<file path="src/hdl/uer_pkg.sv">
// Shared types and constants for the ultrasonic echo ranger.
package uer_pkg;

    // Register map: index of each configuration register (byte address is 4 * index).
    typedef enum logic [2:0] {
        REG_MIN_PULSE = 3'd0,
        REG_MAX_PULSE = 3'd1,
        REG_HOLDOFF   = 3'd2,
        REG_TRIGGER   = 3'd3,
        REG_TIMEOUT   = 3'd4
    } reg_idx_t;

    // Measurement sequencer modes.
    typedef enum logic [1:0] {
        MODE_IDLE = 2'd0,
        MODE_TRIG = 2'd1,
        MODE_WAIT = 2'd2
    } mode_t;

    // Result status codes.
    typedef enum logic [1:0] {
        ST_OK      = 2'd0,
        ST_RANGE   = 2'd1,
        ST_BUSY    = 2'd2,
        ST_TIMEOUT = 2'd3
    } status_t;

    // Configuration register set as seen by the sequencer.
    typedef struct packed {
        logic [15:0] min_pulse_us;
        logic [15:0] max_pulse_us;
        logic [16:0] holdoff_us;
        logic [7:0]  trigger_us;
        logic [21:0] timeout_us;
    } cfg_t;

    // One result item.
    typedef struct packed {
        logic        trigger_level;
        logic        done_res;
        status_t     status;
        logic [13:0] dist_mm;
    } res_t;

    // Reset values of the configuration registers.
    localparam logic [15:0] MIN_PULSE_RST = 16'd20;
    localparam logic [15:0] MAX_PULSE_RST = 16'd38000;
    localparam logic [16:0] HOLDOFF_RST   = 17'd60000;
    localparam logic [7:0]  TRIGGER_RST   = 8'd15;
    localparam logic [21:0] TIMEOUT_RST   = 22'd2000000;

    // Saturation limits of the holdoff and timeout counters.
    localparam logic [16:0] HOLD_MAX = 17'h1FFFF;
    localparam logic [21:0] TMO_MAX  = 22'h3FFFFF;

    // distance = width * 10 / 58 = (width * 5) / 29, done as a multiply by
    // ceil(5 * 2^24 / 29) and a shift; exact for every 16-bit width.
    localparam int          DIST_SHIFT = 24;
    localparam logic [21:0] DIST_RECIP = 22'd2892624;
    localparam logic [13:0] DIST_MAX   = 14'd11299;

endpackage

</file>
<file path="src/hdl/uer_cfg.sv">
// APB-style configuration register file for the echo ranger.
module uer_cfg (
    input  logic                clk,
    input  logic                rst_n,
    input  logic                psel,
    input  logic                penable,
    input  logic                pwrite,
    input  logic [4:0]          paddr,
    input  logic [31:0]         pwdata,
    output logic [31:0]         prdata,
    output logic                pready,
    output uer_pkg::cfg_t       cfg
);
    import uer_pkg::*;

    cfg_t     cfg_reg;
    logic     wr_en;
    reg_idx_t idx;

    assign pready = 1'b1;
    assign wr_en  = psel && penable && pwrite;
    assign idx    = reg_idx_t'(paddr[4:2]);
    assign cfg    = cfg_reg;

    // Register writes; addresses beyond the map are dropped.
    always_ff @(posedge clk or negedge rst_n)
    begin
        if (!rst_n)
        begin
            cfg_reg.min_pulse_us <= MIN_PULSE_RST;
            cfg_reg.max_pulse_us <= MAX_PULSE_RST;
            cfg_reg.holdoff_us   <= HOLDOFF_RST;
            cfg_reg.trigger_us   <= TRIGGER_RST;
            cfg_reg.timeout_us   <= TIMEOUT_RST;
        end
        else if (wr_en)
        begin
            unique case (idx)
                REG_MIN_PULSE: cfg_reg.min_pulse_us <= pwdata[15:0];
                REG_MAX_PULSE: cfg_reg.max_pulse_us <= pwdata[15:0];
                REG_HOLDOFF:   cfg_reg.holdoff_us   <= pwdata[16:0];
                REG_TRIGGER:   cfg_reg.trigger_us   <= pwdata[7:0];
                REG_TIMEOUT:   cfg_reg.timeout_us   <= pwdata[21:0];
                default:       ;
            endcase
        end
    end

    // Read-back mux.
    always_comb
    begin
        unique case (idx)
            REG_MIN_PULSE: prdata = {16'd0, cfg_reg.min_pulse_us};
            REG_MAX_PULSE: prdata = {16'd0, cfg_reg.max_pulse_us};
            REG_HOLDOFF:   prdata = {15'd0, cfg_reg.holdoff_us};
            REG_TRIGGER:   prdata = {24'd0, cfg_reg.trigger_us};
            REG_TIMEOUT:   prdata = {10'd0, cfg_reg.timeout_us};
            default:       prdata = 32'd0;
        endcase
    end

endmodule

</file>
<file path="src/hdl/uer_ctrl.sv">
// Trigger/echo sequencer: state registers and the per-tick result logic.
module uer_ctrl #(
    parameter int ECHO_COUNT_BITS = 16
) (
    input  logic           clk,
    input  logic           rst_n,
    input  logic           accept,
    input  logic           echo_level,
    input  logic           start_request,
    input  uer_pkg::cfg_t  cfg,
    output uer_pkg::res_t  res
);
    import uer_pkg::*;

    localparam logic [ECHO_COUNT_BITS-1:0] ECHO_MAX = '1;

    mode_t                      mode_reg, mode_next;
    logic [7:0]                 trig_cnt_reg, trig_cnt_next;
    logic [ECHO_COUNT_BITS-1:0] width_reg, width_next;
    logic [16:0]                hold_cnt_reg, hold_cnt_next;
    logic [21:0]                tmo_cnt_reg, tmo_cnt_next;
    logic                       echo_prev_reg;
    logic                       started_reg, started_next;

    logic        rise, fall, go, trig_active, edge_done, tmo_done, meas_done, in_window;
    logic [21:0] tmo_inc;
    logic [37:0] dist_prod;

    // Edge detection and the holdoff test.
    assign rise        = echo_level && !echo_prev_reg;
    assign fall        = !echo_level && echo_prev_reg;
    assign go          = start_request && (hold_cnt_reg >= cfg.holdoff_us);
    assign trig_active = (mode_reg == MODE_TRIG) && (trig_cnt_reg < cfg.trigger_us);
    assign tmo_inc     = (tmo_cnt_reg < TMO_MAX) ? tmo_cnt_reg + 22'd1 : tmo_cnt_reg;

    // Pulse window check and distance scaling of the held width.
    assign in_window = (width_reg >= ECHO_COUNT_BITS'(cfg.min_pulse_us))
                    && (width_reg <= ECHO_COUNT_BITS'(cfg.max_pulse_us));
    assign dist_prod = 38'(width_reg[15:0]) * 38'(DIST_RECIP);

    // A measurement ends on a falling edge of a started pulse, else on timeout.
    assign edge_done = !rise && !echo_level && fall && started_reg;
    assign tmo_done  = !edge_done && (tmo_inc >= cfg.timeout_us);
    assign meas_done = (mode_reg != MODE_IDLE) && (edge_done || tmo_done);

    // Next mode.
    always_comb
    begin
        mode_next = mode_reg;
        if (go)
        begin
            mode_next = MODE_TRIG;
        end
        else
        begin
            unique case (mode_reg)
                MODE_IDLE: mode_next = MODE_IDLE;
                MODE_TRIG,
                MODE_WAIT:
                begin
                    if (meas_done)
                        mode_next = MODE_IDLE;
                    else if (!trig_active)
                        mode_next = MODE_WAIT;
                end
                default:   mode_next = MODE_IDLE;
            endcase
        end
    end

    // Counters and the result item.
    always_comb
    begin
        trig_cnt_next = trig_cnt_reg;
        width_next    = width_reg;
        hold_cnt_next = (hold_cnt_reg < HOLD_MAX) ? hold_cnt_reg + 17'd1 : hold_cnt_reg;
        tmo_cnt_next  = tmo_cnt_reg;
        started_next  = started_reg;
        res           = '0;
        if (go)
        begin
            trig_cnt_next     = 8'd1;
            width_next        = '0;
            hold_cnt_next     = '0;
            tmo_cnt_next      = '0;
            started_next      = 1'b0;
            res.trigger_level = 1'b1;
        end
        else if (mode_reg == MODE_IDLE)
        begin
            if (start_request)
            begin
                res.done_res = 1'b1;
                res.status   = ST_BUSY;
            end
        end
        else
        begin
            tmo_cnt_next = tmo_inc;
            if (trig_active)
                trig_cnt_next = trig_cnt_reg + 8'd1;
            if (rise)
            begin
                started_next = 1'b1;
                width_next   = ECHO_COUNT_BITS'(1);
            end
            else if (echo_level && started_reg && (width_reg < ECHO_MAX))
            begin
                width_next = width_reg + ECHO_COUNT_BITS'(1);
            end
            if (meas_done)
            begin
                started_next = 1'b0;
                res.done_res = 1'b1;
                if (tmo_done)
                    res.status = ST_TIMEOUT;
                else if (in_window)
                begin
                    res.status  = ST_OK;
                    res.dist_mm = dist_prod[DIST_SHIFT +: 14];
                end
                else
                    res.status = ST_RANGE;
            end
            else
            begin
                res.trigger_level = trig_active;
                if (start_request)
                begin
                    res.done_res = 1'b1;
                    res.status   = ST_BUSY;
                end
            end
        end
    end

    // State registers advance once per accepted item.
    always_ff @(posedge clk or negedge rst_n)
    begin
        if (!rst_n)
        begin
            mode_reg      <= MODE_IDLE;
            trig_cnt_reg  <= '0;
            width_reg     <= '0;
            hold_cnt_reg  <= HOLD_MAX;
            tmo_cnt_reg   <= '0;
            echo_prev_reg <= 1'b0;
            started_reg   <= 1'b0;
        end
        else if (accept)
        begin
            mode_reg      <= mode_next;
            trig_cnt_reg  <= trig_cnt_next;
            width_reg     <= width_next;
            hold_cnt_reg  <= hold_cnt_next;
            tmo_cnt_reg   <= tmo_cnt_next;
            echo_prev_reg <= echo_level;
            started_reg   <= started_next;
        end
    end

    // An accepted start always lands in the trigger phase with holdoff restarted.
    a_go_trig: assert property (@(posedge clk) disable iff (!rst_n)
        (accept && go) |=> (mode_reg == MODE_TRIG && hold_cnt_reg == 17'd0))
        else $error("accepted start did not enter trigger phase");

    // No pulse is being timed while idle.
    a_idle_clear: assert property (@(posedge clk) disable iff (!rst_n)
        (mode_reg == MODE_IDLE) |-> !started_reg)
        else $error("echo marked started while idle");

    // A good reading never exceeds the largest in-window distance.
    a_dist_range: assert property (@(posedge clk) disable iff (!rst_n)
        (res.done_res && res.status == ST_OK) |-> (res.dist_mm <= DIST_MAX))
        else $error("distance out of range");

    // While the trigger is high the only report is a refused start.
    a_trig_done: assert property (@(posedge clk) disable iff (!rst_n)
        res.trigger_level |-> (!res.done_res || res.status == ST_BUSY))
        else $error("measurement reported while trigger high");

endmodule

</file>
<file path="src/hdl/uer_out.sv">
// Output register stage for the result stream.
module uer_out (
    input  logic           clk,
    input  logic           rst_n,
    input  logic           in_valid,
    output logic           in_ready,
    input  uer_pkg::res_t  in_res,
    output logic           out_valid,
    input  logic           out_ready,
    output uer_pkg::res_t  out_res
);
    import uer_pkg::*;

    logic valid_reg;
    res_t res_reg;

    // Take a new item whenever the held one is empty or leaving.
    assign in_ready  = !valid_reg || out_ready;
    assign out_valid = valid_reg;
    assign out_res   = res_reg;

    always_ff @(posedge clk or negedge rst_n)
    begin
        if (!rst_n)
            valid_reg <= 1'b0;
        else if (in_ready)
            valid_reg <= in_valid;
    end

    // Payload register.
    always_ff @(posedge clk)
    begin
        if (in_ready && in_valid)
            res_reg <= in_res;
    end

    // An accepted item is always presented on the next cycle.
    a_load: assert property (@(posedge clk) disable iff (!rst_n)
        (in_valid && in_ready) |=> valid_reg)
        else $error("accepted item not presented");

    // A stalled result is neither lost nor replaced.
    a_hold: assert property (@(posedge clk) disable iff (!rst_n)
        (valid_reg && !out_ready) |=> (valid_reg && $stable(res_reg)))
        else $error("stalled result changed");

    // Nothing is accepted while a stalled result is held.
    a_block: assert property (@(posedge clk) disable iff (!rst_n)
        (valid_reg && !out_ready) |-> !in_ready)
        else $error("input taken over a stalled result");

endmodule

</file>
<file path="src/hdl/ultrasonic_echo_ranger_top.sv">
// Top level of the ultrasonic echo ranger: config port, sequencer and output stage.
//
//  Channel   Direction  Payload
//  s_axis    in         tdata[0] echo_level, tdata[1] start_request
//  m_axis    out        tdata[0] trigger_level, [2:1] status, [16:3] dist_mm;
//                       tuser done_res
//  apb       in/out     five registers at byte addresses 0, 4, 8, 12, 16
//
// One item (one microsecond tick) is taken every cycle while m_axis is not stalled; its result
// appears in the next cycle from the output register, set by the single sequencer pass.
// The distance path is one 16 x 22 multiply ahead of that register.
// Reset leaves the sequencer idle with the holdoff already expired.
// A stall on m_axis holds the result and drops s_axis_tready until it leaves.
module ultrasonic_echo_ranger_top #(
    parameter int ECHO_COUNT_BITS = 16
) (
    input  logic        clk,
    input  logic        rst_n,
    input  logic        s_axis_tvalid,
    output logic        s_axis_tready,
    input  logic [7:0]  s_axis_tdata,   // [0] echo_level, [1] start_request
    output logic        m_axis_tvalid,
    input  logic        m_axis_tready,
    output logic [23:0] m_axis_tdata,   // [0] trigger_level, [2:1] status, [16:3] dist_mm
    output logic        m_axis_tuser,   // [0] done_res
    input  logic        psel,
    input  logic        penable,
    input  logic        pwrite,
    input  logic [4:0]  paddr,
    input  logic [31:0] pwdata,
    output logic [31:0] prdata,
    output logic        pready
);
    import uer_pkg::*;

    cfg_t cfg;
    res_t res_comb, res_out;
    logic accept;

    assign accept = s_axis_tvalid && s_axis_tready;

    // Configuration registers.
    uer_cfg u_cfg (
        .clk     (clk),
        .rst_n   (rst_n),
        .psel    (psel),
        .penable (penable),
        .pwrite  (pwrite),
        .paddr   (paddr),
        .pwdata  (pwdata),
        .prdata  (prdata),
        .pready  (pready),
        .cfg     (cfg)
    );

    // Sequencer.
    uer_ctrl #(
        .ECHO_COUNT_BITS (ECHO_COUNT_BITS)
    ) u_ctrl (
        .clk           (clk),
        .rst_n         (rst_n),
        .accept        (accept),
        .echo_level    (s_axis_tdata[0]),
        .start_request (s_axis_tdata[1]),
        .cfg           (cfg),
        .res           (res_comb)
    );

    // Result register.
    uer_out u_out (
        .clk       (clk),
        .rst_n     (rst_n),
        .in_valid  (s_axis_tvalid),
        .in_ready  (s_axis_tready),
        .in_res    (res_comb),
        .out_valid (m_axis_tvalid),
        .out_ready (m_axis_tready),
        .out_res   (res_out)
    );

    // Pack the result item onto the stream.
    assign m_axis_tdata = {7'd0, res_out.dist_mm, res_out.status, res_out.trigger_level};
    assign m_axis_tuser = res_out.done_res;

endmodule
</file>
<file path="config.mk">
export PLATFORM = sky130hd
export DESIGN_NAME = ultrasonic_echo_ranger_top
export DESIGN_NICKNAME = d
export VERILOG_FILES = /design/src/hdl/uer_pkg.sv /design/src/hdl/uer_cfg.sv /design/src/hdl/uer_ctrl.sv /design/src/hdl/uer_out.sv /design/src/hdl/ultrasonic_echo_ranger_top.sv
export SDC_FILE = /design/constraint.sdc
export NUM_CORES = 1
export LEC_CHECK = 0
export BUFFER_PORTS_ARGS = -buffer_cell sky130_fd_sc_hd__clkbuf_2
export CORE_MARGIN = 1
export CORE_UTILIZATION = 45
export DETAILED_ROUTE_END_ITERATION = 10
export GPL_ROUTABILITY_DRIVEN = 0
export GPL_TIMING_DRIVEN = 0
export MAX_ROUTING_LAYER = met4
export PLACE_DENSITY_LB_ADDON = 0.2
export SLEW_MARGIN = 20
export SYNTH_ARGS = -nofsm -noshare
export SYNTH_HDL_FRONTEND = slang
export SYNTH_HIERARCHICAL = 1
export SYNTH_SLANG_ARGS = --single-unit
</file>
<file path="constraint.sdc">
create_clock -name clk -period 5.35 [get_ports clk]
set_input_delay 1.3375 -clock clk [delete_from_list [all_inputs] [get_ports clk]]
set_output_delay 1.3375 -clock clk [all_outputs]
set_load 0.1 [all_outputs]
</file>
Word level (Yosys, flattened, before mapping)
Index checks and enable logic that the tools add are counted.

storage, ports and cells
  bits in registers = 165
  bits in latches = 0
  RAM bits = 0
  ROM bits = 0
  input port bits = 52
  logic and storage cells = 110
  memories = 0

cells by class
  add/sub/neg operators = 4
  multiply operators = 1
  div/mod/pow operators = 0
  $lt $le $gt $ge = 8
  equal/unequal tests = 8
  shift operators = 0
  muxes and demuxes = 28
  bitwise operators = 2
  reductions and logical operators = 42

operators with widths
  operator                                             number
  case mux 22 bit (5 select lines)                     1
  2-to-1 mux 22 bit                                    3
  2-to-1 mux 16 bit                                    4
  multiplier 16 x 18 -> 34 bit, second input constant  1
  2-to-1 mux 17 bit                                    2
  2-to-1 mux 8 bit                                     3
  adder 22 x 1 -> 22 bit, second input constant        1
  >= comparator 22 bit                                 1
  < comparator 22 bit, second input constant           1
  adder 17 x 1 -> 17 bit, second input constant        1
  >= comparator 17 bit                                 1
  < comparator 17 bit, second input constant           1
  adder 16 x 1 -> 16 bit, second input constant        1
  >= comparator 16 bit                                 1
  less-or-equal comparator 16 bit                      1
  < comparator 16 bit, second input constant           1
  AND reduction 2 bit                                  8
  logical AND 1 bit                                    15
  2-to-1 mux 2 bit                                     5
  2-to-1 mux 3 bit                                     3
  AND reduction 3 bit                                  3
  adder 8 x 1 -> 8 bit, second input constant          1
  < comparator 8 bit                                   1
  2-to-1 mux 1 bit                                     7
  other kinds (16)                                     26

Longest topological paths before layout
  word-level depth = 13
  gate-level depth with buffers = 20
  depth with buffers taken out = 20

Hierarchy
Netlist, hierarchy kept.

modules (own cells, without submodules)
  module                      instances  cells an instance  area an instance (sq um)  sequential area each (sq um)
  uer_ctrl                    1          1218               10518.8                   1697.9
  uer_cfg                     1          266                3724.8                    2009.4
  uer_out                     1          22                 594.3                     565.5
  ultrasonic_echo_ranger_top  1          9                  62.6                      0.0

Worst setup path before layout
OpenSTA, ideal clock, no wires.

  path kind = input -> output
  start = input port paddr[2]
  end = output port prdata[10]
  arrival = 4.332 ns
  required time = 4.013 ns
  setup slack = -0.319 ns
  cell stages on the path = 5
  buffers on the path = 2
  cell sequence = buf_2 nor2_1 clkbuf_1 a222oi_1 o21ai_0

on the way
  longest elaborated chain between the ends = 2
  elaborated cells on any way between the ends = 6

ends and longest elaborated chain
  item                                         line                              RTL
  start, declared                              ultrasonic_echo_ranger_top.sv:29  input logic [4:0] paddr,
  equality test 3 bit (tied with other cells)  uer_cfg.sv:52                     unique case (idx)
  case mux 22 bit (5 select lines) *           uer_cfg.sv:52
  end, declared                                ultrasonic_echo_ranger_top.sv:31  output logic [31:0] prdata,

Mark *: on every way between the ends. The rest lies on a longest branch, timed or not.

Worst setup path after layout
  start = register u_ctrl.width_reg[11]
  end = register u_out.res_reg (netlist bit u_out/out_res[12]) (data pin)

on the way
  longest elaborated chain between the ends = 4
  elaborated cells on any way between the ends = 6

ends and longest elaborated chain
  item                                                                  line             RTL
  start, declared                                                       uer_ctrl.sv:19   logic [ECHO_COUNT_BITS-1:0] width_reg, width_next;
  start signal, assigned                                                uer_ctrl.sv:154  width_reg <= width_next;
  branches (longest 4 deep; another with multiplier 16 x 18 -> 34 bit)  -
  end signal, assigned                                                  uer_out.sv:34    res_reg <= in_res;
  end, declared                                                         uer_out.sv:15    res_t res_reg;

Parallel ways; which one is timed is not known.
A chain may end at the register's enable or synchronous reset.

==> results.yml <==
die:
  die_w_um: 184
  pin_count: 112
  initial_utilization: 0.458
  die_h_um: 184
  dieArea_um2: 33800
  core_um2: 32500
  fp-row-count: 66
sta:
  rsz0062_at_grt: "yes"
  finalCriticalPeriod_ps: 5320
  timing.setup.tns_ps: 0
  finalCritPeriodShare: 0.994
  finalSetupViolations: 0
  maxSlewHeadroom: 0.274
  drv_slew: 0
  hold_violations: 0
  worst_pin_slew_ps: 1080
  fmaxAchievable_mhz: 188
  skew_ps: 14.7
finish:
  nNetsFinal: 1998
  largest_reg_flops: 79
  multiInputGateArea_um2: 9660
  drive_above_1_share: 0.223
  layout_common_cells: "238 x inv_1, 224 x ha_1, 90 x dfrtp_1"
  layout_commonest_cell: "inv_1"
  regArea_um2: 4290
  finalNonFillerCells: 2102
  n_antenna_cell: 0
  area_growth_pct: 13.9
  fill_cells: 3024
  final_util: 0.522
critical_path:
  cp_cell_sequence: "buf_4, ha_4, ha_1, fa_1, inv_1, fa_1, inv_1, fa_1, fa_1, ha_1, nand4_1, a211oi_2, nand4_1, buf_6, a31oi_4, buf_6, o211ai_1, a21o_1, a21oi_1"
  r2r-end: "u_out/out_res[12]$_DFFE_PP_"
  rrSetupSlack_ps: 30
  critPathMaxStageDelay_ps: 540
  worstRegToRegCells: 19
  worst_setup_path_start_kind: "flip-flop"
  worst_ep_required_time_ps: 5640
  cp_max_fo: 9
  path_class: "flip-flop to flip-flop"
  critPathArrivalTime_ps: 5610
  path_common_cell: "fa_1"
  cp_slowest_cell: "fa_1"
  critPathCaptureType: "flip-flop"
  worstReg2RegStart: "u_ctrl/width_reg[11]$_DFFE_PN0P_"
synthesis:
  ys_seq_elements: 165
  synth.cell_area_um2: 14900
  yosysSeqAreaShare: 0.287
  synth_edf_count: 18
  syn_inst: 1515
  synth_flop_cell: "dfrtp_1"
  synth_top_area_share: 0.198
  synth_async_sr_flop_share: 0.891
  syn_avg_cell_area_um2: 9.84
  ys_types: 81
  synth_top_area_cell: "ha_1"
  ys_top_cells_by_area: "ha_1 20%, dfrtp_1 17%, fa_1 8.5%, dfstp_2 7.6%, inv_1 6.2%"
  yosys_warnings: 6
cts:
  htreeDepth: 4
  clkTransAtPathRegs_ps: 70
  clock_latency_ps: 450
  cts_tree: "done"
  root_buffer: "clkbuf_16"
  holdBufCountCts: 0
  cts_buffer_depth: 2
  cts.sink_count: 165
  cts_buffers: 17
worst_hold_path:
  min-delay-start: "u_cfg/cfg[13]$_DFFE_PN0P_"
  hold_path_end: "u_cfg/cfg[13]$_DFFE_PN0P_"
  worstHoldPathType: "flip-flop to flip-flop"
  hold_depth: 1
placed_design:
  dp.cells: 2047
  port_buffers: 74
  dpl.hpwl_um: 30300
global_routing:
  grt_pass1_wl_um: 62500
  grt_pass1_vias: 11558
  antenna_found_initial: 0
  grtUsageTotal: 0.249
  grt_overflow_total: 0
  grt_max_degree: 85
route:
  final_antenna_net_count: 0
  wl_um: 39000
  wl_per_cell_um: 18.5
  first_pass_iters: 5
  drtIter0Drc: 788
  via_per_inst: 5.49
  route.detailed.drc: 0
  via_count: 11531
flow_run:
  cap_violations: 0
power_and_ir_drop:
  leakage_nw: 8.44
  peakVddDrop_mv: 0.306
  p_per_area_nw_per_um2: 277
outcome:
  run_status: "finished clean"
[critical path, delay by kind of cell, from the launching register on]
| kind | cells | cell delay [ps] |
|---|---|---|
| adders and majority gates | 7 | 2940 |
| AOI/OAI and AO/OA | 5 | 900 |
| buffers and inverters | 5 | 620 |
| DFF | 1 | 440 |
| and+or+nand+nor | 2 | 280 |
[per-stage QoR]
step / area [µm²] / power [mW] / hold WS, ps / setup WS (ps)
3_5_place_dp: 15900 / 3.38 / 522 / -735
6_report: 17000 / 4.71 / 535 / 32.2
3_3_place_gp: 15900 / 3.33 / 513 / -732
5_1_grt: 17000 / 5.01 / 555 / -124
4_1_cts: 16900 / 4.73 / 536 / -1.88
2_1_floorplan: 15000 / 2.92 / 486 / 9.69
[area by class of cell]
cell class | count | area share
clock buffers | 19 | 0.0273
well taps | 442 | 0.0326
repair buffers | 98 | 0.0346
plain buffers | 55 | 0.0197
inverters | 247 | 0.0546
flip-flops and latches | 165 | 0.253
multi-input cells | 1063 | 0.569
clock inverters | 13 | 0.00944
[report_power, final]
part | switching, mW | internal (mW)
Sequential | 0.243 | 1.51
Combinational | 1.02 | 0.609
Clock | 0.612 | 0.707
Total | 1.88 | 2.83
[synth_stat cells (9+ instances only)]
library cell,count
a211oi_1,13
a21o_1,28
a21oi_1,48
a22o_1,11
a22oi_1,11
a31oi_1,10
and2_1,12
and3_1,15
and4_1,12
buf_4,23
clkbuf_1,17
dfrtp_1,104
dfstp_2,43
edfxtp_1,18
fa_1,63
ha_1,236
inv_1,245
mux2_2,78
mux2_4,10
nand2_1,51
nand3_1,42
nand4_1,26
nor2_1,77
nor2b_1,9
nor3_1,34
o211ai_1,9
o21a_1,10
o21ai_0,75
o31ai_1,20
xnor2_1,22
xor2_1,19
[logic make-up (layout without fill, tap and decap cells)]
kind of cell               count (synthesis)  in the layout  share of synthesized area
other                                      3             18                   0.000756
buffers and inverters                    302            432                     0.0846
muxes                                     91             91                     0.0710
AOI/OAI and AO/OA                        299            299                      0.138
DFF                                      165            165                      0.287
adders and majority gates                299            299                      0.283
and+or+nand+nor                          315            315                      0.112
xor gates and xnor gates                  41             41                     0.0241
[per-layer routing]
metal,global-route usage,vias to the layer above,wire [µm]
met5,-,-,0
met4,0.0823,0,1200
met3,0.0347,59,1580
met2,0.404,288,18600
met1,0.319,5609,17600
li1,-,5575,-
[worst max-delay path by stage]
stage	from	to	slack, ps	depth (start not counted)
6_report	u_ctrl/width_reg[11]$_DFFE_PN0P_	u_out/out_res[12]$_DFFE_PP_	30	19
5_1_grt	u_ctrl/width_reg[11]$_DFFE_PN0P_	u_out/out_res[12]$_DFFE_PP_	-120	22
4_1_cts	u_ctrl/width_reg[15]$_DFFE_PN0P_	u_out/out_res[11]$_DFFE_PP_	-2	20
3_5_place_dp	u_ctrl/width_reg[13]$_DFFE_PN0P_	u_out/out_res[11]$_DFFE_PP_	-730	20
3_3_place_gp	u_ctrl/width_reg[13]$_DFFE_PN0P_	u_out/out_res[11]$_DFFE_PP_	-730	20
2_1_floorplan	u_ctrl/width_reg[11]$_DFFE_PN0P_	u_out/out_res[11]$_DFFE_PP_	10	20
[timing repair]
item / 4_1_cts / 5_1_grt
endpoints found under the setup margin: 14 / 13
buffers inserted: 19 / 4
gates cloned: 0 / 0
resized for setup: 38 / 21
pin swaps: 17 / 24
Note: power is estimated with default switching activity, not from simulation.
